==> src/design/rgbcf_pkg.sv <==
// Shared types, constants and a helper function of the RGB 3x3 convolution filter.
`default_nettype none
package rgbcf_pkg;
   localparam int MaxLineWidth = 1024;
   localparam int ColBits      = $clog2(MaxLineWidth);
   localparam int RowBits      = 12;
   localparam int PixBits      = 24;
   localparam int CoefBits     = 16;
   localparam int ProdBits     = 26;
   localparam int SumBits      = 30;
   localparam int DivBits      = 10;
   localparam int WidthBits    = 11;
   localparam int HeightBits   = 13;
   localparam int QuoBits      = SumBits + 1;
   localparam logic [WidthBits-1:0]  MaxWidth  = WidthBits'(MaxLineWidth);
   localparam logic [HeightBits-1:0] MaxHeight = HeightBits'(4096);

   localparam logic [2:0] REG_KERNEL_TOP    = 3'd0;
   localparam logic [2:0] REG_KERNEL_MIDDLE = 3'd1;
   localparam logic [2:0] REG_KERNEL_BOTTOM = 3'd2;
   localparam logic [2:0] REG_SUM_DIVISOR   = 3'd3;
   localparam logic [2:0] REG_FRAME_WIDTH   = 3'd4;
   localparam logic [2:0] REG_FRAME_HEIGHT  = 3'd5;

   typedef logic [PixBits-1:0] pixel_type;
   typedef logic signed [SumBits-1:0] sum_type;

   typedef struct packed {
      logic                 last;
      logic [DivBits-1:0]   divisor;
   } tag_type;

   function automatic logic [7:0] clamp_u8(input logic signed [QuoBits-1:0] v);
      logic [7:0] r;
      if (v < 0) r = 8'd0;
      else if (v > QuoBits'(255)) r = 8'd255;
      else r = v[7:0];
      return r;
   endfunction
endpackage
`default_nettype wire

==> src/design/rgbcf_div.sv <==
// Sequential signed divider: restoring division, one quotient bit per cycle.
`default_nettype none
module rgbcf_div
   import rgbcf_pkg::*;
(
   input  wire                         clock,
   input  wire                         reset,
   input  wire                         start,
   input  wire signed [SumBits-1:0]    dividend,
   input  wire [DivBits-1:0]           divisor,
   output logic                        busy,
   output logic                        done,
   output logic signed [QuoBits-1:0]   quotient
);
   localparam int CntBits = $clog2(SumBits + 1);

   logic [SumBits-1:0]  mag_ff, mag_in;
   logic [DivBits:0]    rem_ff, rem_in;
   logic [DivBits-1:0]  dsr_ff, dsr_in;
   logic                neg_ff, neg_in;
   logic [CntBits-1:0]  cnt_ff, cnt_in;
   logic                busy_ff, busy_in;
   logic                done_ff, done_in;
   logic [DivBits:0]    trial;

   always_comb begin
      mag_in  = mag_ff;
      rem_in  = rem_ff;
      dsr_in  = dsr_ff;
      neg_in  = neg_ff;
      cnt_in  = cnt_ff;
      busy_in = busy_ff;
      done_in = 1'b0;
      trial   = {rem_ff[DivBits-1:0], mag_ff[SumBits-1]};
      if (start) begin
         mag_in  = dividend[SumBits-1] ? SumBits'(-dividend) : dividend;
         neg_in  = dividend[SumBits-1];
         dsr_in  = divisor;
         rem_in  = '0;
         cnt_in  = CntBits'(SumBits);
         busy_in = 1'b1;
      end else if (busy_ff) begin
         if (trial >= {1'b0, dsr_ff}) begin
            rem_in = trial - {1'b0, dsr_ff};
            mag_in = {mag_ff[SumBits-2:0], 1'b1};
         end else begin
            rem_in = trial;
            mag_in = {mag_ff[SumBits-2:0], 1'b0};
         end
         cnt_in = cnt_ff - 1'b1;
         if (cnt_ff == CntBits'(1)) begin
            busy_in = 1'b0;
            done_in = 1'b1;
         end
      end
   end

   always_ff @(posedge clock) begin
      if (reset) begin
         busy_ff <= 1'b0;
         done_ff <= 1'b0;
         cnt_ff  <= '0;
      end else begin
         busy_ff <= busy_in;
         done_ff <= done_in;
         cnt_ff  <= cnt_in;
      end
      mag_ff <= mag_in;
      rem_ff <= rem_in;
      dsr_ff <= dsr_in;
      neg_ff <= neg_in;
   end

   assign busy     = busy_ff;
   assign done     = done_ff;
   assign quotient = neg_ff ? -$signed({1'b0, mag_ff}) : $signed({1'b0, mag_ff});
endmodule
`default_nettype wire

==> config.mk <==
export PLATFORM = sky130hd
export DESIGN_NAME = rgbcf_div
export DESIGN_NICKNAME = d
export VERILOG_FILES = /design/src/design/rgbcf_pkg.sv /design/src/design/rgbcf_div.sv
export SDC_FILE = /design/constraint.sdc
export NUM_CORES = 1
export LEC_CHECK = 0
export ABC_CLOCK_PERIOD_IN_PS = 3100
export BUFFER_PORTS_ARGS = -buffer_cell sky130_fd_sc_hd__buf_4
export CORE_ASPECT_RATIO = 0.9
export CORE_MARGIN = 3
export CORE_UTILIZATION = 55
export CTS_CLUSTER_SIZE = 12
export DETAILED_ROUTE_END_ITERATION = 10
export PLACE_DENSITY = 0.79
export SLEW_MARGIN = 10
export SYNTH_ARGS = -nofsm -noshare
export SYNTH_HDL_FRONTEND = slang
export SYNTH_SLANG_ARGS = --single-unit
==> constraint.sdc <==
create_clock -name clock -period 3.1 [get_ports clock]
set_input_delay 0.465 -clock clock [delete_from_list [all_inputs] [get_ports clock]]
set_output_delay 0.465 -clock clock [all_outputs]
set_load 0.03 [all_outputs]
[Word-level counts from Yosys, hierarchy flattened]
Index checks and enable logic that the tools add are counted.
Word-level totals
  flip-flop bits (word level): 58
  input bits: 43
  output and inout bits: 33
  logic and storage cells: 30
Operators by class
  add/subtract/negate cells: 4
  $lt $le $gt $ge: 1
  equality and inequality tests: 1
  multiplexer cells: 12
  bitwise operators: 1
  reductions and logical operators: 3
Operator list (count)
  $mux W30: 3
  $mux W31: 1
  $neg A30 Y31: 1
  $neg A30 Y30: 1
  $ge A11 B10 Y1: 1
  $mux W10: 1
  $mux W5: 2
  $sub A10 B10 Y10: 1
  $eq A5 B1 Y1 const B: 1
  $mux W1: 5
  $sub A5 B1 Y5 const B: 1
  $reduce_or A3 Y1: 1
  $reduce_bool A2 Y1: 1
  $reduce_or A2 Y1: 1
  $not A1 Y1: 1

[Longest topological paths before layout]
  depth in word-level cells: 4
  depth in mapped cells: 9
  mapped depth without buffers: 9

[Worst setup path before layout]
No wires, ideal clock.
  path kind: register -> output
  from: register mag_ff[12]
  to: output port quotient[27]
  data arrival time: 2092 ps
  data required time: 2635 ps
  setup slack: 543 ps
  cell stages (with the launch flop): 6
  buffers on the path: 0
  path through: edfxtp_1 -> or4_4 -> nor4_4 -> nand2_4 -> o41ai_2 -> xnor2_1
On the way
  longest elaborated chain between the ends: 2
RTL lines
  start, declared: line rgbcf_div.sv:17  | logic [SumBits-1:0] mag_ff, mag_in;
  start signal, assigned: line rgbcf_div.sv:68  | mag_ff <= mag_in;
  $neg A30 Y31: line rgbcf_div.sv:76  | assign quotient = neg_ff ? -$signed({1'b0, mag_ff}) : $signed({1'b0, mag_ff});
  $mux W31: line rgbcf_div.sv:76
  end, declared: line rgbcf_div.sv:13  | output logic signed [QuoBits-1:0] quotient
No other way between the ends.

[Worst setup path after layout]
  from: register mag_ff[11]
  to: output port quotient[27]
Same word-level chain as after synthesis.

==> qor.yml <==
die:
  die_x_um: 97.1
  core_area_mm2: 0.00715
  chipHeight_um: 88.0
  dieArea_mm2: 0.00855
  initial_core_util: 0.575
  num_io_pins: 76
  rows: 29
critical_path:
  crit_path_max_incr_delay_ns: 0.59
  crit_type: "reg2out"
  cp.arrival_ns: 2.50
  crit_family: "simple AND/OR/NAND/NOR gates"
  crit_chain: "or4_4 -> nor4_4 -> nand2_4 -> o41ai_2 -> xnor2_1 -> buf_4"
  crit_path_end_kind: "primary output"
  required_ns: 2.63
  start_kind: "register"
  worst-path-buf-inv: 1
  critPathMaxFanout: 6
  crit_path_top_delay_cell: "or4_4"
synth:
  netlist_instances: 436
  ys_async_sr_fraction: 0
  ys_types: 54
  synth_edf_count: 41
  yosys_warnings: 0
  synth_area_per_cell_um2: 9.43
  syn_nets: 494
  ys.flop_type: "edfxtp_1"
  yosysSeqAreaShare: 0.382
  syn_area_mm2: 0.00411
  synth_seq_cells: 58
detailed_routing:
  drt_iter0_markers: 203
  drc: 0
  drtAntennaViolNets: 0
  vias_per_cell: 5.85
  drt_pass1_iterations: 4
  vias: 3570
  routed_wl_um: 9870
  avgRoutedWirePerCell_um: 16.2
clock_tree:
  cts_max_path_buffers: 2
  cts_tree: "built"
  htreeDepth: 3
  clock_latency_ns: 0.35
  cts_root_buf: "clkbuf_8"
  numCtsBuffers: 9
  cts_sinks: 58
  clkTransAtPathRegs_ns: 0.07
final_layout:
  layout_commonest_cell: "buf_4"
  final_cell_mix: "81 x buf_4, 50 x nor2_1, 41 x edfxtp_1"
  drive_gt1_frac: 0.234
  nets: 570
  final_cells: 610
  syn_to_final_growth_pct: 21.4
  fin_util: 0.698
  diodes: 0
placement:
  hpwlAfterDp_um: 7190
  place_ws_ns: 0.431
  port_buffers: 75
  dpl.cell_count: 594
  gp_congestion: 0.903
sta:
  finalHoldViolCount: 0
  final.setup.worst_slack_ns: 0.138
  fin_crit_ns: 2.96
  tns_ns: 0
  skew_ns: 0.00497
  min_period_over_period: 0.955
  slew_headroom: 0.564
  max_freq_mhz: 338
  finalSetupViolCount: 0
  max_slew.worst_pin.slew_ns: 0.654
  slew_viol_final: 0
global_routing:
  track_usage: 0.237
  gr-total-overflow: 0
  grt_pass1_vias: 3430
  grt_max_degree: 47
  grt_pass1_wl_um: 16200
  antenna_found_initial: 0
power:
  power.density_mw_per_mm2: 496
  leakagePower_uw: 0.00200
  ir_drop_mv: 0.233
run_status:
  outcome: "finished clean"
hold_path:
  hp-class: "in2reg"
run:
  maxCapViolations: 0
==> report_power, final <==
| part | internal [uW] | switching, uW | total [uW] |
|---|---|---|---|
| sequential | 916 | 82.8 | 999 |
| combinational | 298 | 422 | 720 |
| clock | 447 | 311 | 757 |
| total | 1660 | 815 | 2480 |
==> worst register-to-register path: cells and delay by family (launching register included) <==
kind | cells | cell delay [ns]
mux | 1 | 0.21
flops | 1 | 0.35
buf+inv | 1 | 0.30
fa+ha+maj | 1 | 0.37
compound gates | 4 | 1.10
==> synth_stat cells, types with 4 or more instances <==
library cell  instances  area, um2
mux2i_1               7       70.1
xor2_1               30        263
nand2_1              26       97.6
xnor2_1              35        307
o41ai_2               6       97.6
edfxtp_1             41       1230
or2_2                 4       25.0
ha_1                 14        175
nand3_1               6       30.0
inv_1                23       86.3
dfxtp_1              17        340
clkbuf_1              9       33.8
nor2_1               50        188
o41ai_1               6       52.6
o21ai_0              30        150
o31ai_1              18        135
nand2b_1             11       68.8
or3_1                 9       56.3
a21oi_1              35        175
nor3_1                8       40.0
==> state kept, by name (all words and copies together) (netlist names) <==
| signal | count |
|---|---|
| done | 1 |
| mag_ff | 30 |
| cnt_ff | 5 |
| dsr_ff | 10 |
| rem_ff | 10 |
| neg_ff | 1 |
| busy | 1 |
==> timing repair <==
item	in CTS	in global routing
resized for setup	0	3
endpoints found under the setup margin	0	12
hold buffers	0	0
buffers inserted	0	0
==> routing by layer <==
layer	part of all wire	global-route usage	routed length (um)	vias to the layer above
met5	0	0	0	-
met3	0.075	0.0541	742	18
met2	0.48	0.400	4740	126
met1	0.42	0.300	4190	1691
met4	0.021	0.0918	204	0
li1	-	-	-	1735
==> through the flow <==
stage | hold WS [ns] | total power (uW) | area (um2)
final | 0.288 | 2480 | 4990
after global routing | 0.283 | 2580 | 4990
after CTS | 0.281 | 2480 | 4960
after detailed placement | 0.481 | 1730 | 4750
after global placement | 0.473 | 1700 | 4750
after floorplan | 0.453 | 1460 | 4110
==> logic make-up (layout without fill, tap and decap cells) <==
logic type	count (synthesis)	in the layout	synth area share
simple gates	139	139	0.187
compound gates	110	110	0.179
xor+xnor	65	65	0.139
flops	58	58	0.382
buf+inv	39	120	0.0405
fa+ha+maj	15	15	0.0475
mux	10	10	0.0253
==> area by class of cell <==
type	instances	area (um2)
multi-input cells	339	2400
fillers	568	2160
flip-flops and latches	58	1570
repair buffers	81	608
clock buffers	10	128
well taps	93	116
inverters	23	86.3
clock inverters	6	81.3
==> path summary, 6_finish.rpt <==
check,startpoint,to,slack [ns],cells after the start
setup / recovery,mag_ff[11],quotient[27],0.14,6
setup reg to reg,rem_ff[5],rem_ff[1],0.64,7
hold / removal,divisor[5],dsr_ff[5],0.29,1
hold reg to reg,rem_ff[2],rem_ff[2],0.49,2
Note: power is estimated with default switching activity, not from simulation.
